<file path="src/design/aekd_pkg.sv">
`default_nettype none
// ----------------------------------------------------------------------------
// aekd_pkg
// Shared constants, result type and final-byte lookup for the terminal key
// decoder.
// ----------------------------------------------------------------------------
package aekd_pkg;

   localparam logic [7:0] BYTE_ESC  = 8'h1B;
   localparam logic [7:0] BYTE_DEL  = 8'h7F;
   localparam logic [7:0] BYTE_CR   = 8'h0D;
   localparam logic [7:0] BYTE_LF   = 8'h0A;
   localparam logic [7:0] BYTE_BS   = 8'h08;
   localparam logic [7:0] BYTE_LBRK = 8'h5B;  // '['
   localparam logic [7:0] BYTE_SS3  = 8'h4F;  // 'O'
   localparam logic [7:0] BYTE_SEMI = 8'h3B;  // ';'
   localparam logic [7:0] BYTE_TILDE = 8'h7E; // '~'
   localparam logic [7:0] BYTE_ZERO = 8'h30;
   localparam logic [7:0] BYTE_NINE = 8'h39;
   localparam logic [7:0] BYTE_A    = 8'h41;
   localparam logic [7:0] BYTE_B    = 8'h42;
   localparam logic [7:0] BYTE_C    = 8'h43;
   localparam logic [7:0] BYTE_D    = 8'h44;
   localparam logic [7:0] BYTE_F    = 8'h46;
   localparam logic [7:0] BYTE_H    = 8'h48;

   localparam int unsigned PARAM_W = 10;
   localparam logic [PARAM_W-1:0] PARAM_MAX = 10'd999;

   // result queue: depth is a power of two so the pointers wrap on their own
   localparam int unsigned QDEPTH = 4;
   localparam int unsigned QPTR_W = 2;
   localparam int unsigned QCNT_W = 3;

   localparam logic [7:0] K_UP     = 8'd0;
   localparam logic [7:0] K_DOWN   = 8'd1;
   localparam logic [7:0] K_RIGHT  = 8'd2;
   localparam logic [7:0] K_LEFT   = 8'd3;
   localparam logic [7:0] K_HOME   = 8'd4;
   localparam logic [7:0] K_END    = 8'd5;
   localparam logic [7:0] K_DELETE = 8'd6;
   localparam logic [7:0] K_ESC    = 8'd7;
   localparam logic [7:0] K_F1     = 8'd8;
   localparam logic [7:0] K_NONE   = 8'hFF;

   typedef struct packed {
      logic       is_special;
      logic [7:0] code;
      logic       last_of_run;
   } result_type;

   // key selected by a sequence's final byte and its numeric parameter
   function automatic logic [7:0] final_key(input logic [7:0] fin,
                                            input logic [PARAM_W-1:0] n);
      logic [7:0] key;
      key = K_NONE;
      if (fin == BYTE_TILDE) begin
         case (n)
            10'd1, 10'd7:  key = K_HOME;
            10'd4, 10'd8:  key = K_END;
            10'd3:         key = K_DELETE;
            10'd11:        key = K_F1;
            10'd12:        key = K_F1 + 8'd1;
            10'd13:        key = K_F1 + 8'd2;
            10'd14:        key = K_F1 + 8'd3;
            10'd15:        key = K_F1 + 8'd4;
            10'd17:        key = K_F1 + 8'd5;
            10'd18:        key = K_F1 + 8'd6;
            10'd19:        key = K_F1 + 8'd7;
            10'd20:        key = K_F1 + 8'd8;
            10'd21:        key = K_F1 + 8'd9;
            10'd23:        key = K_F1 + 8'd10;
            10'd24:        key = K_F1 + 8'd11;
            default:       key = K_NONE;
         endcase
      end else begin
         case (fin)
            BYTE_A:  key = K_UP;
            BYTE_B:  key = K_DOWN;
            BYTE_C:  key = K_RIGHT;
            BYTE_D:  key = K_LEFT;
            BYTE_H:  key = K_HOME;
            BYTE_F:  key = K_END;
            default: key = K_NONE;
         endcase
      end
      return key;
   endfunction

endpackage
`default_nettype wire

</file>
<file path="src/design/ansi_escape_key_decoder_top.sv">
`default_nettype none
// ----------------------------------------------------------------------------
// ansi_escape_key_decoder_top
// Decodes received terminal bytes (VT100/ANSI escape sequences) into keys.
// ----------------------------------------------------------------------------
// Usage:
//   req channel carries one received byte per item (req_rx_byte).
//   rsp channel carries key results: plain byte or special key code, with
//   rsp_last_of_run marking the final result caused by one input byte.
//   A byte gives zero, one or two results (esc key followed by a byte).
// Path: a byte accepted into the input register is decoded from there and
//   its results are written together into the result queue, which shows
//   them on rsp in order.
// Throughput: one byte per cycle while results are taken; bytes that give
//   two results send both through the single-result output port, so the
//   output port sets the sustained rate (one result per cycle).
// Stall: results collect in a four-entry result queue; the input register
//   holds its byte while the queue lacks room for two results, and req_ready
//   drops once the input register is full and cannot drain.
// Reset: synchronous, active high; clears the decode mode to normal, the
//   numeric parameter, the input register and the result queue.
// ----------------------------------------------------------------------------
module ansi_escape_key_decoder_top (
   input  wire logic       clock,
   input  wire logic       reset,
   input  wire logic       req_valid,
   output logic            req_ready,
   input  wire logic [7:0] req_rx_byte,
   output logic            rsp_valid,
   input  wire logic       rsp_ready,
   output logic            rsp_is_special,
   output logic [7:0]      rsp_code,
   output logic            rsp_last_of_run
);

   typedef enum logic [2:0] {
      MODE_NORMAL = 3'd0,
      MODE_ESC    = 3'd1,
      MODE_CSI    = 3'd2,
      MODE_SS3    = 3'd3,
      MODE_NUM    = 3'd4
   } mode_type;

   // input register
   logic       in_valid_ff, in_valid_in;
   logic [7:0] in_byte_ff;

   // decoder state
   mode_type                        mode_ff, mode_in;
   logic [aekd_pkg::PARAM_W-1:0]    param_ff, param_in;

   // result queue
   aekd_pkg::result_type q_mem [aekd_pkg::QDEPTH];
   logic [aekd_pkg::QPTR_W-1:0] wr_ptr_ff, rd_ptr_ff;
   logic [aekd_pkg::QCNT_W-1:0] count_ff, count_in;

   logic drain, pop;
   logic [aekd_pkg::QPTR_W-1:0] push_n;
   aekd_pkg::result_type r0, r1;

   logic       digit;
   logic [3:0] digit_val;
   logic [13:0] acc;
   logic [7:0] key;
   logic [7:0] plain;

   assign drain     = in_valid_ff &&
                      (count_ff <= aekd_pkg::QCNT_W'(aekd_pkg::QDEPTH - 2));
   assign req_ready = !in_valid_ff || drain;
   assign in_valid_in = (req_valid && req_ready) || (in_valid_ff && !drain);

   assign rsp_valid       = (count_ff != '0);
   assign pop             = rsp_valid && rsp_ready;
   assign rsp_is_special  = q_mem[rd_ptr_ff].is_special;
   assign rsp_code        = q_mem[rd_ptr_ff].code;
   assign rsp_last_of_run = q_mem[rd_ptr_ff].last_of_run;

   assign digit     = (in_byte_ff >= aekd_pkg::BYTE_ZERO) && (in_byte_ff <= aekd_pkg::BYTE_NINE);
   assign digit_val = in_byte_ff[3:0];
   assign acc = ({4'd0, param_ff} << 3) + ({4'd0, param_ff} << 1) + {10'd0, digit_val};

   always_comb begin
      key = 8'd0;
      case (mode_ff)
         MODE_NUM: key = aekd_pkg::final_key(in_byte_ff, param_ff);
         default:  key = aekd_pkg::final_key(in_byte_ff, '0);
      endcase
   end

   // normal-mode translation of a plain byte
   always_comb begin
      if (in_byte_ff == aekd_pkg::BYTE_CR) begin
         plain = aekd_pkg::BYTE_LF;
      end else if (in_byte_ff == aekd_pkg::BYTE_DEL) begin
         plain = aekd_pkg::BYTE_BS;
      end else begin
         plain = in_byte_ff;
      end
   end

   always_comb begin
      mode_in  = mode_ff;
      param_in = param_ff;
      push_n   = '0;
      r0 = '{is_special: 1'b0, code: plain, last_of_run: 1'b1};
      r1 = '{is_special: 1'b0, code: plain, last_of_run: 1'b1};
      case (mode_ff)
         MODE_ESC: begin
            if (in_byte_ff == aekd_pkg::BYTE_LBRK) begin
               mode_in  = MODE_CSI;
               param_in = '0;
            end else if (in_byte_ff == aekd_pkg::BYTE_SS3) begin
               mode_in = MODE_SS3;
            end else if (in_byte_ff == aekd_pkg::BYTE_ESC) begin
               push_n = aekd_pkg::QPTR_W'(1);
               r0     = '{is_special: 1'b1, code: aekd_pkg::K_ESC, last_of_run: 1'b1};
            end else begin
               // esc key, then the byte as in normal mode
               push_n  = aekd_pkg::QPTR_W'(2);
               mode_in = MODE_NORMAL;
               r0      = '{is_special: 1'b1, code: aekd_pkg::K_ESC, last_of_run: 1'b0};
            end
         end
         MODE_CSI, MODE_SS3, MODE_NUM: begin
            if (digit && (mode_ff == MODE_CSI)) begin
               mode_in  = MODE_NUM;
               param_in = aekd_pkg::PARAM_W'(digit_val);
            end else if (digit && (mode_ff == MODE_NUM)) begin
               param_in = (acc > 14'(aekd_pkg::PARAM_MAX)) ? aekd_pkg::PARAM_MAX
                                                           : acc[aekd_pkg::PARAM_W-1:0];
            end else if ((in_byte_ff == aekd_pkg::BYTE_SEMI) && (mode_ff == MODE_NUM)) begin
               // separator ignored, parameter keeps accumulating
            end else begin
               mode_in  = MODE_NORMAL;
               param_in = '0;
               if (key != aekd_pkg::K_NONE) begin
                  push_n = aekd_pkg::QPTR_W'(1);
                  r0     = '{is_special: 1'b1, code: key, last_of_run: 1'b1};
               end
            end
         end
         default: begin
            if (in_byte_ff == aekd_pkg::BYTE_ESC) begin
               mode_in = MODE_ESC;
            end else begin
               mode_in = MODE_NORMAL;
               push_n  = aekd_pkg::QPTR_W'(1);
            end
         end
      endcase
   end

   assign count_in = count_ff + (drain ? aekd_pkg::QCNT_W'(push_n) : '0)
                     - aekd_pkg::QCNT_W'(pop);

   always_ff @(posedge clock) begin
      if (reset) begin
         in_valid_ff <= 1'b0;
         mode_ff     <= MODE_NORMAL;
         param_ff    <= '0;
         wr_ptr_ff   <= '0;
         rd_ptr_ff   <= '0;
         count_ff    <= '0;
      end else begin
         in_valid_ff <= in_valid_in;
         count_ff    <= count_in;
         if (pop) begin
            rd_ptr_ff <= rd_ptr_ff + aekd_pkg::QPTR_W'(1);
         end
         if (drain) begin
            mode_ff   <= mode_in;
            param_ff  <= param_in;
            wr_ptr_ff <= wr_ptr_ff + push_n;
         end
      end
   end

   always_ff @(posedge clock) begin
      if (req_valid && req_ready) begin
         in_byte_ff <= req_rx_byte;
      end
      if (drain && (push_n != '0)) begin
         q_mem[wr_ptr_ff] <= r0;
      end
      if (drain && (push_n == aekd_pkg::QPTR_W'(2))) begin
         q_mem[wr_ptr_ff + aekd_pkg::QPTR_W'(1)] <= r1;
      end
   end

   // queue occupancy never exceeds its depth
   assert property (@(posedge clock) disable iff (reset)
                    count_ff <= aekd_pkg::QCNT_W'(aekd_pkg::QDEPTH))
      else $error("result queue overflow");

   // parameter stays within the clamp
   assert property (@(posedge clock) disable iff (reset) param_ff <= aekd_pkg::PARAM_MAX)
      else $error("csi parameter beyond clamp");

   // parameter is cleared whenever the decoder is back in normal mode
   assert property (@(posedge clock) disable iff (reset)
                    (mode_ff == MODE_NORMAL) |-> (param_ff == '0))
      else $error("parameter not cleared in normal mode");

   // a queue that cannot take two results holds the pending byte
   assert property (@(posedge clock) disable iff (reset)
                    (in_valid_ff && (count_ff > aekd_pkg::QCNT_W'(aekd_pkg::QDEPTH - 2)))
                    |=> in_valid_ff)
      else $error("input byte dropped while queue full");

endmodule
`default_nettype wire
</file>
<file path="config.mk">
export PLATFORM = sky130hd
export DESIGN_NAME = ansi_escape_key_decoder_top
export DESIGN_NICKNAME = d
export VERILOG_FILES = /design/src/design/aekd_pkg.sv /design/src/design/ansi_escape_key_decoder_top.sv
export SDC_FILE = /design/constraint.sdc
export NUM_CORES = 1
export LEC_CHECK = 0
export ABC_AREA = 1
export BUFFER_PORTS_ARGS = -buffer_cell sky130_fd_sc_hd__buf_4
export CAP_MARGIN = 20
export CORE_MARGIN = 5
export CORE_UTILIZATION = 30
export CTS_BUF_LIST = sky130_fd_sc_hd__clkbuf_8 sky130_fd_sc_hd__clkbuf_16
export DETAILED_ROUTE_END_ITERATION = 10
export SETUP_SLACK_MARGIN = 0.05
export SYNTH_ARGS = -nofsm -noshare
export SYNTH_HDL_FRONTEND = slang
export SYNTH_SLANG_ARGS = --single-unit
</file>
<file path="constraint.sdc">
create_clock -name clock -period 9.8 [get_ports clock]
set_input_delay 0.98 -clock clock [delete_from_list [all_inputs] [get_ports clock]]
set_output_delay 0.98 -clock clock [all_outputs]
set_load 0.005 [all_outputs]
</file>
==> results of run 1 <==
[cells in the mapped netlist, types with 4 or more instances]
library cell / instances
nand2_1: 150
inv_1: 85
nor2_1: 80
nand3_1: 67
o21ai_0: 53
edfxtp_1: 40
dfxtp_1: 37
o22ai_1: 31
a21oi_1: 29
ha_1: 29
nand2_2: 11
inv_2: 10
o21ai_1: 8
clkbuf_1: 7
nor2_2: 6
nor3_1: 6
o211ai_1: 4
[placed cells by master (no fill, tap or decap), drive strengths merged]
master | Yosys | routed
nand2 | 164 | 164
inv | 95 | 96
nor2 | 86 | 86
nand3 | 70 | 70
o21ai | 62 | 62
edfxtp | 40 | 40
dfxtp | 37 | 37
o22ai | 32 | 32
a21oi | 32 | 32
ha | 29 | 29
buf | 2 | 24
clkbuf | 7 | 9
nor3 | 8 | 8
clkinv | 2 | 7
o211ai | 4 | 4
nand3b | 3 | 3
nand4 | 3 | 3
fa | 3 | 3
o21bai | 2 | 2
or2 | 2 | 2
xnor2 | 1 | 1
nor4 | 1 | 1
a31oi | 1 | 1
nor3b | 1 | 1
a21boi | 1 | 1
xor2 | 1 | 1
bufinv | 0 | 1
[worst max-delay path, stage by stage, from the launching register on]
cell,delay (ns)
edfxtp_1,0.52
fa_1,0.57
fa_1,0.49
nand2_1,0.09
nand2_1,0.10
nand3_1,0.13
nand3b_1,0.09
nand2_1,0.07
nand3_1,0.07
nor2_1,0.12
nand2_1,0.14
nand2_1,0.11
nand2_1,0.05
nand2_1,0.05
nand2_1,0.05
nand2_2,0.13
inv_1,0.11
ha_1,0.31
inv_1,0.07
nand3_1,0.10
nand2_1,0.12
nand2_1,0.05
nand2_1,0.06
nand2_1,0.06
nand2_1,0.06
[final cells by class]
cell class | count | area (um2) | area share [%]
multi-input combinational | 506 | 2710 | 47.1
sequential | 77 | 1940 | 33.7
inverter | 97 | 364 | 6.32
tap | 220 | 275 | 4.78
clock buffer | 9 | 225 | 3.91
timing repair buffer | 24 | 180 | 3.13
clock inverter | 7 | 57.6 | 1.00
[layer usage]
layer | vias up | wire length [um] | track usage (%)
li1 | 2365 | - | -
met1 | 2076 | 5800 | 16.5
met2 | 123 | 5990 | 22.4
met3 | 21 | 611 | 2.90
met4 | 0 | 293 | 5.10
met5 | - | 0 | 0
[metrics by stage]
stage / utilization [%] / power [uW] / cells / hold slack [ns] / setup WS [ns]
after floorplan: - / 584 / 689 / 0.424 / 6.40
after global placement: 33.0 / 674 / 924 / 0.441 / 6.12
after detailed placement: 33.0 / 676 / 924 / 0.447 / 6.02
after CTS: 34.7 / 996 / 940 / 0.462 / 6.01
after global routing: 34.7 / 1050 / 940 / 0.491 / 5.61
final: 34.7 / 987 / 940 / 0.462 / 6.01
[power groups by stage]
stage	Combinational (uW)	Sequential (uW)	Clock, uW
6_report	263	405	319
5_1_grt	301	409	339
4_1_cts	266	405	325
3_5_place_dp	265	411	0
3_3_place_gp	263	411	0
2_1_floorplan	181	403	0
[worst paths after layout]
kind | cells after the start | startpoint | to
worst max-delay path | 24 | in_byte_ff[3]$_DFFE_PP_ | flip-flop
worst min-delay path | 2 | q_mem[1][0]$_SDFFE_PP1P_ | q_mem[1][0]$_SDFFE_PP1P_
worst max register to register | 24 | in_byte_ff[3]$_DFFE_PP_ | flip-flop
worst min register to register | 2 | q_mem[1][0]$_SDFFE_PP1P_ | q_mem[1][0]$_SDFFE_PP1P_
[logic make-up (layout without fill, tap and decap cells)]
group,count (synthesis),after routing,synth area share [%]
fa+ha+maj,32,32,8.34
buf+inv,106,137,8.22
compound gates,134,134,15.0
flops,77,77,38.3
xor+xnor,2,2,0.345
simple gates,338,338,29.9
==> flow_summary.json, run 1 <==
{
  "required_ns": 10.08,
  "postRouteAntennaNets": 0,
  "place_area_um2": 5470,
  "hold_path.class": "reg2reg",
  "avgViaCountPerCell": 4.88,
  "die_y_um": 140,
  "tns_ns": 0,
  "numCtsBuffers": 9,
  "worstPathMaxFanout": 7,
  "areaGrowthSynthToFinish_pct": 13.5,
  "setup_viol": 0,
  "grt_pass1_wl_um": 21300,
  "grt_max_degree": 26,
  "ys_seq_area_share_pct": 38.3,
  "cts_sinks": 77,
  "internal-power_uw": 673,
  "outcome": "finished clean",
  "fill_cells": 1779,
  "routedWlPerCell_um": 13.5,
  "clockBufferDepth": 2,
  "power.switching_uw": 314,
  "post-route-period-util_pct": 38.7,
  "critPathCaptureType": "flip-flop",
  "ys_seq_elements": 77,
  "ys_top_cells_by_area": "edfxtp_1 24%, dfxtp_1 15%, nand2_1 11%",
  "synth.avg_cell_area_um2": 7.36,
  "crit_type": "reg2reg",
  "rsz0062_at_grt": "false",
  "p_per_area_nw_per_um2": 171,
  "dieArea_um2": 19600,
  "synthArstFlopShare_pct": 0,
  "tightest_slew_ns": 0.805,
  "slew-limit-headroom_pct": 46.1,
  "drv_cap": 0,
  "synth_ff_type": "edfxtp_1",
  "vias": 4585,
  "pin_count": 24,
  "synth_top_area_share_pct": 23.7,
  "start_util_pct": 30.6,
  "cts-root-buf": "clkbuf_16",
  "r2r_setup_slack_ns": 6.01,
  "antennaDiodeCount": 0,
  "maxSlewViolCount": 0,
  "synth_nets": 733,
  "track_usage_pct": 13.2,
  "overflow": 0,
  "finalNetCount": 759,
  "yosysWarnings": 0,
  "holdBufCountCts": 0,
  "fp.coreArea_um2": 16600,
  "drt_wl_total_um": 12700,
  "portBuffers": 23,
  "drive_gt1_share_pct": 11.3,
  "yosys.area.top_type": "edfxtp_1",
  "ir_worst_vdd_v": 0.0000825,
  "die_x_um": 140,
  "syn-instance-count": 689,
  "p_clk_share_pct": 32.3,
  "pwr-share-seq_pct": 41.0,
  "drtIter0Drc": 317,
  "share_comb_of_total_power_pct": 26.7,
  "drc": 0,
  "synth_area_um2": 5070,
  "finalInstanceArea_um2": 5760,
  "synth_edf_count": 40,
  "dp_hpwl_um": 9670,
  "cts_setup_buffers": 0,
  "p_leak_uw": 0.00259,
  "antenna_found_initial": 0,
  "ys_types": 41,
  "worstSetupStartpointType": "flip-flop",
  "swShare_pct": 31.8,
  "rows": 47,
  "grt_pass1_vias": 4389,
  "gp_congestion": 0.874,
  "hold_viol_final": 0,
  "fin_crit_ns": 3.79,
  "cts_tree": "done",
  "arrival_ns": 4.07,
  "cts_resized": 0,
  "finalClockSkew_ns": 0.00452,
  "cts-htree-levels": 3,
  "fmax_ghz": 0.264,
  "clk_latency_ns": 0.34,
  "clkSlewWorstSetupHoldPaths_ns": 0.06,
  "dr.pass1.iters": 4
}
Note: power is estimated with default switching activity, not from simulation.
==> run 2: changes to the inputs <==
==> constraint.sdc (replaced) <==
create_clock -name clock -period 3.2 [get_ports clock]
set_input_delay 0.32 -clock clock [delete_from_list [all_inputs] [get_ports clock]]
set_output_delay 0.32 -clock clock [all_outputs]
set_load 0.005 [all_outputs]
==> run 2 against run 1 <==
The run now ends with negative setup slack left. Non-clock buffer count increased by 71. Clock skew increased by 0.0015 ns. Critical path type unchanged. First-iteration DRC count increased by 7.6%. Wire length increased by 8.5%. Sequential share of layout area decreased by 4.5 points. Die area unchanged. Critical path depth decreased by 6. Clock-buffer cell count unchanged. Highest routed layer unchanged.
==> flow_summary.json, run 2 (synthesis gave the netlist of run 1 again) <==
{
  "outcome": "complete, but fails checks",
  "violations": "negative setup slack",
  "wl_met3_um": 556,
  "worstPathMaxFanout": 4,
  "required_ns": 3.48,
  "finalClockSkew_ns": 0.00604,
  "arrival_ns": 3.54,
  "slew-limit-headroom_pct": 32.3,
  "fin_crit_ns": 3.26,
  "drive_gt1_share_pct": 26.2,
  "critPathCaptureType": "flip-flop",
  "dp_hpwl_um": 10300,
  "place_area_um2": 5940,
  "critPathBufInv": 2,
  "cts_sinks": 77,
  "worst_slack_ns": -0.0602,
  "hold_viol_final": 0,
  "fill_cells": 1724,
  "hp-start": "req_rx_byte[1]",
  "drtIter0Drc": 341,
  "cpPeakStageDelay_ns": 0.53,
  "grt_max_degree": 26,
  "drc": 0,
  "clockBufferDepth": 2,
  "worstSetupStartpointType": "flip-flop",
  "holdBufCountCts": 0,
  "drt_wl_total_um": 13800,
  "finalNetCount": 830,
  "numCtsBuffers": 9,
  "p_per_area_nw_per_um2": 499,
  "ir_worst_vdd_v": 0.000278,
  "areaGrowthSynthToFinish_pct": 30.9,
  "dieArea_um2": 19600,
  "reg2reg_from": "in_byte_ff[3]$_DFFE_PP_",
  "start_util_pct": 30.6,
  "pin_count": 24,
  "wl_met1_um": 6180,
  "layout_common_cells": "136 x nand2_1, 92 x buf_4, 81 x inv_1, 73 x nor2_1, 56 x nand3_1",
  "path_delay_family": "adder cells",
  "avgViaCountPerCell": 4.86,
  "track_usage_pct": 14.1,
  "p_leak_uw": 0.00298,
  "multiInputGateArea_um2": 2980,
  "setup_viol": 5,
  "die_y_um": 140,
  "cp_cell_sequence": "fa_2 > fa_2 > nand2_2 > nand2_4 > nand3_2 > nand3_2 > nand2_2 > nand4_1 > nand2_2 > o21ai_1 > a31oi_2 > nand2_2 > buf_4 > buf_4 > ha_1 > a21oi_2 > o21ai_1 > nand2_1",
  "tightest_slew_ns": 1.01,
  "met2_wirelength_um": 6600,
  "clkSlewWorstSetupHoldPaths_ns": 0.06,
  "grt_pass1_vias": 4615,
  "antennaDiodeCount": 0,
  "cpMostUsedCell": "nand2_2",
  "maxSlewViolCount": 0,
  "cts_tree": "done",
  "gp_congestion": 0.896,
  "portBuffers": 23,
  "postRouteAntennaNets": 0,
  "finalInstanceArea_um2": 6640,
  "grt_pass1_wl_um": 22600,
  "routedWlPerCell_um": 13.6,
  "post-route-period-util_pct": 102,
  "cts-root-buf": "clkbuf_16",
  "vias": 4912,
  "hold_ws_ns": 0.152,
  "mostFrequentLayoutCell": "nand2_1",
  "hold_path.class": "in2reg",
  "die_x_um": 140,
  "overflow": 0,
  "cp-startpoint": "in_byte_ff[3]$_DFFE_PP_",
  "crit_type": "reg2reg",
  "seq_area_um2": 1940,
  "tns_ns": -0.238,
  "clk_latency_ns": 0.34,
  "cts-htree-levels": 3,
  "antenna_found_initial": 0,
  "slowest_stage": "fa_2",
  "topRoutingLayerUsed": "met4",
  "rows": 47,
  "fmax_ghz": 0.307,
  "dr.pass1.iters": 5,
  "fp.coreArea_um2": 16600,
  "drv_cap": 0,
  "rsz0062_at_grt": "true"
}
-- run 2: cell count changes in the layout (fill, tap and decap cells not counted), sizes merged --
| cell | change |
|---|---|
| inv | +1 |
| bufinv | +2 |
| clkinv | -3 |
| buf | +71 |
-- run 2: per-stage QoR --
step                      total power (uW)  util, %  worst slack (ns)  cells
after global routing                  3520     40.0            -0.255   1011
after detailed placement              2130     35.8           -0.0919    978
after CTS                             3330     39.1          -0.00459   1006
final                                 3310     40.0           -0.0602   1011
after floorplan                       1800        -            0.0568    689
after global placement                2110     35.8           -0.0771    978
-- run 2: per-layer routing --
| metal | track usage [%] | vias to the layer above |
|---|---|---|
| met5 | 0 | - |
| met4 | 5.25 | 0 |
| met3 | 2.90 | 29 |
| met2 | 23.4 | 120 |
| met1 | 18.1 | 2256 |
| li1 | - | 2507 |
-- run 2: path summary, 6_finish.rpt --
kind	to	slack (ns)	cells after the start
max reg2reg	flip-flop	-0.06	18
max	flip-flop	-0.06	18
min reg2reg	q_mem[1][0]$_SDFFE_PP1P_	0.47	2
min	in_byte_ff[1]$_DFFE_PP_	0.15	1
-- run 2: repair_timing --
| item | CTS | global route |
|---|---|---|
| endpoints found under the setup margin | 7 | 8 |
| setup buffers | 12 | 5 |
| gates resized for setup | 31 | 26 |
| pin swaps | 8 | 22 |
| gates cloned | 0 | 0 |
-- run 2: report_power, final --
part / total (uW) / switching, uW / internal [uW]
logic: 899 / 531 / 368
clock network: 1180 / 413 / 766
registers: 1240 / 70.2 / 1160
total: 3310 / 1010 / 2300
-- run 2: worst register-to-register path: stages (launching register included) --
cell,delay (ns)
edfxtp_1,0.42
fa_2,0.53
fa_2,0.43
nand2_2,0.11
nand2_4,0.07
nand3_2,0.09
nand3_2,0.08
nand2_2,0.09
nand4_1,0.13
nand2_2,0.13
o21ai_1,0.07
a31oi_2,0.18
nand2_2,0.13
buf_4,0.16
buf_4,0.12
ha_1,0.18
a21oi_2,0.15
o21ai_1,0.08
nand2_1,0.06
-- run 2: area by class of cell --
type | instances | area share (%)
multi-input combinational | 506 | 44.9
sequential | 77 | 29.3
timing repair buffer | 95 | 10.9
inverter | 97 | 5.52
tap | 220 | 4.15
clock buffer | 9 | 3.39
clock inverter | 7 | 1.81
==> run 3: changes to the inputs <==
--- a/config.mk
+++ b/config.mk
@@ -6,12 +6,13 @@
 export NUM_CORES = 1
 export LEC_CHECK = 0
 export ABC_AREA = 1
-export BUFFER_PORTS_ARGS = -buffer_cell sky130_fd_sc_hd__buf_4
+export BUFFER_PORTS_ARGS = -buffer_cell sky130_fd_sc_hd__buf_2
 export CAP_MARGIN = 20
 export CORE_MARGIN = 5
-export CORE_UTILIZATION = 30
+export CORE_UTILIZATION = 56
 export CTS_BUF_LIST = sky130_fd_sc_hd__clkbuf_8 sky130_fd_sc_hd__clkbuf_16
 export DETAILED_ROUTE_END_ITERATION = 10
+export PLACE_DENSITY = 0.77
 export SETUP_SLACK_MARGIN = 0.05
 export SYNTH_ARGS = -nofsm -noshare
 export SYNTH_HDL_FRONTEND = slang
==> run 3 against run 2 <==
Global-route usage increased by 9.2 points. Worst setup slack about the same. Sequential cell count unchanged. Hold slack got worse by 0.019 ns. The run still ends with negative setup slack left. Sequential share of layout area increased by 2.4 points. First-iteration DRC count decreased by 6.5%.
==> flow_summary.json, run 3 (synthesis gave the netlist of run 1 again) <==
{
  "outcome": "complete, but fails checks",
  "violations": "negative setup slack",
  "arrival_ns": 3.56,
  "fp.coreArea_um2": 8760,
  "drt_wl_total_um": 12900,
  "cts_tree": "done",
  "holdPathStages": 1,
  "track_usage_pct": 23.2,
  "drc": 0,
  "postRouteAntennaNets": 0,
  "avgViaCountPerCell": 5.59,
  "required_ns": 3.50,
  "grt_max_degree": 26,
  "clkSlewWorstSetupHoldPaths_ns": 0.09,
  "antenna_found_initial": 0,
  "p_per_area_nw_per_um2": 445,
  "drtIter0Drc": 319,
  "clockBufferDepth": 2,
  "overflow": 0,
  "maxSlewViolCount": 0,
  "fmax_ghz": 0.307,
  "slew-limit-headroom_pct": 39.0,
  "finalClockSkew_ns": 0.0118,
  "tightest_slew_ns": 0.912,
  "tns_ns": -0.125,
  "hold_path.class": "in2reg",
  "reg2regPathDepth": 24,
  "hold_ws_ns": 0.134,
  "mostFrequentLayoutCell": "nand2_1",
  "cp-startpoint": "in_byte_ff[3]$_DFFE_PP_",
  "antennaDiodeCount": 0,
  "p_leak_uw": 0.00277,
  "rsz0062_at_grt": "true",
  "cts-root-buf": "clkbuf_8",
  "start_util_pct": 57.9,
  "clk_latency_ns": 0.35,
  "critPathCaptureType": "flip-flop",
  "rows": 34,
  "r2r_setup_slack_ns": -0.06,
  "placed_cells": 859,
  "routedWlPerCell_um": 14.6,
  "portBuffers": 23,
  "worstSetupStartpointType": "flip-flop",
  "reg2reg_from": "in_byte_ff[3]$_DFFE_PP_",
  "layout_common_cells": "139 x nand2_1, 81 x inv_1, 70 x nor2_1, 58 x nand3_1, 54 x buf_4",
  "min_to": "in_byte_ff[4]$_DFFE_PP_",
  "pin_count": 24,
  "worstPathMaxFanout": 4,
  "areaGrowthSynthToFinish_pct": 21.1,
  "cts-htree-levels": 3,
  "dr.pass1.iters": 5,
  "dp_hpwl_um": 9890,
  "die_x_um": 105,
  "hold_viol_final": 0,
  "hp-start": "req_rx_byte[4]",
  "grt_pass1_vias": 4784,
  "drv_cap": 0,
  "grt_pass1_wl_um": 21600,
  "worst_slack_ns": -0.0602,
  "cts_sinks": 77,
  "finalNetCount": 814,
  "post-route-period-util_pct": 102,
  "numCtsBuffers": 9,
  "place_ws_ns": -0.129,
  "die_y_um": 105,
  "setup_viol": 4,
  "ir_worst_vdd_v": 0.000209,
  "crit_type": "reg2reg",
  "vias": 4933,
  "fin_crit_ns": 3.26,
  "dieArea_um2": 11100,
  "stdcell_count": 883,
  "drive_gt1_share_pct": 24.8,
  "gp_congestion": 0.945
}
## run 3: cell count changes in the layout (fill, tap and decap cells not counted), moves of 9 or more
cell / change
clkbuf_8: +9
buf_4: -38
buf_2: +23
clkbuf_16: -9
## run 3: metrics by stage
stage               area, um2  power [uW]  util [%]
finish                   6140        2730      70.1
global route             6140        2920      70.1
global placement         5690        2010      64.9
detailed placement       5690        2040      64.9
floorplan                5130        1800         -
CTS                      6060        2740      69.1
## run 3: layout make-up
cell class,count,area (um2)
clock buffer,9,124
clock inverter,7,56.3
fill,717,2620
inverter,97,364
multi-input combinational,506,2970
sequential,77,1950
tap,108,135
timing repair buffer,79,543
## run 3: worst max-delay path by stage
stage                             end  slack [ns]
6_report                    flip-flop       -0.06
5_1_grt                     flip-flop       -0.25
4_1_cts        count_ff[2]$_SDFF_PP0_        0.03
3_5_place_dp                flip-flop       -0.13
3_3_place_gp                flip-flop       -0.07
2_1_floorplan               flip-flop        0.06
## run 3: report_power, final
part           leakage, uW  switching, uW  total [uW]  internal (uW)
Combinational      0.00201            506         822            316
Clock            0.0000862            381         673            292
Sequential        0.000673           73.4        1240           1160
Total              0.00277            961        2730           1770
## run 3: what timing repair did
item,CTS,global route
setup buffers,4,4
pin swaps,7,5
hold buffers,0,0
endpoints found under the setup margin,7,12
resized for setup,41,14
## run 3: routing by layer
metal / global-route usage, % / share of wire (%) / vias to the layer above
met3: 3.88 / 5.3 / 47
met5: 0 / 0 / -
met1: 28.0 / 41 / 2222
met2: 40.9 / 51 / 188
li1: - / - / 2476
met4: 9.68 / 2.9 / 0
## run 3: worst max-delay path, cell delays in order, from the launching register on
cell and delay [ns]:
edfxtp_1 0.41, fa_2 0.47, fa_2 0.39, nand2_2 0.10, nand2_4 0.07, nand3_2 0.07, nand3b_1 0.07, nand2_1 0.07
nand3_1 0.08, nor2_2 0.15, nand2_2 0.10, nand2_1 0.09, nand2_1 0.05, nand2_1 0.07, nand2_1 0.07, nand2_2 0.08
inv_2 0.08, ha_4 0.24, inv_2 0.07, nand3_2 0.11, nand2_2 0.12, nand2_1 0.05, nand2_1 0.06, nand2_1 0.06
nand2_1 0.05
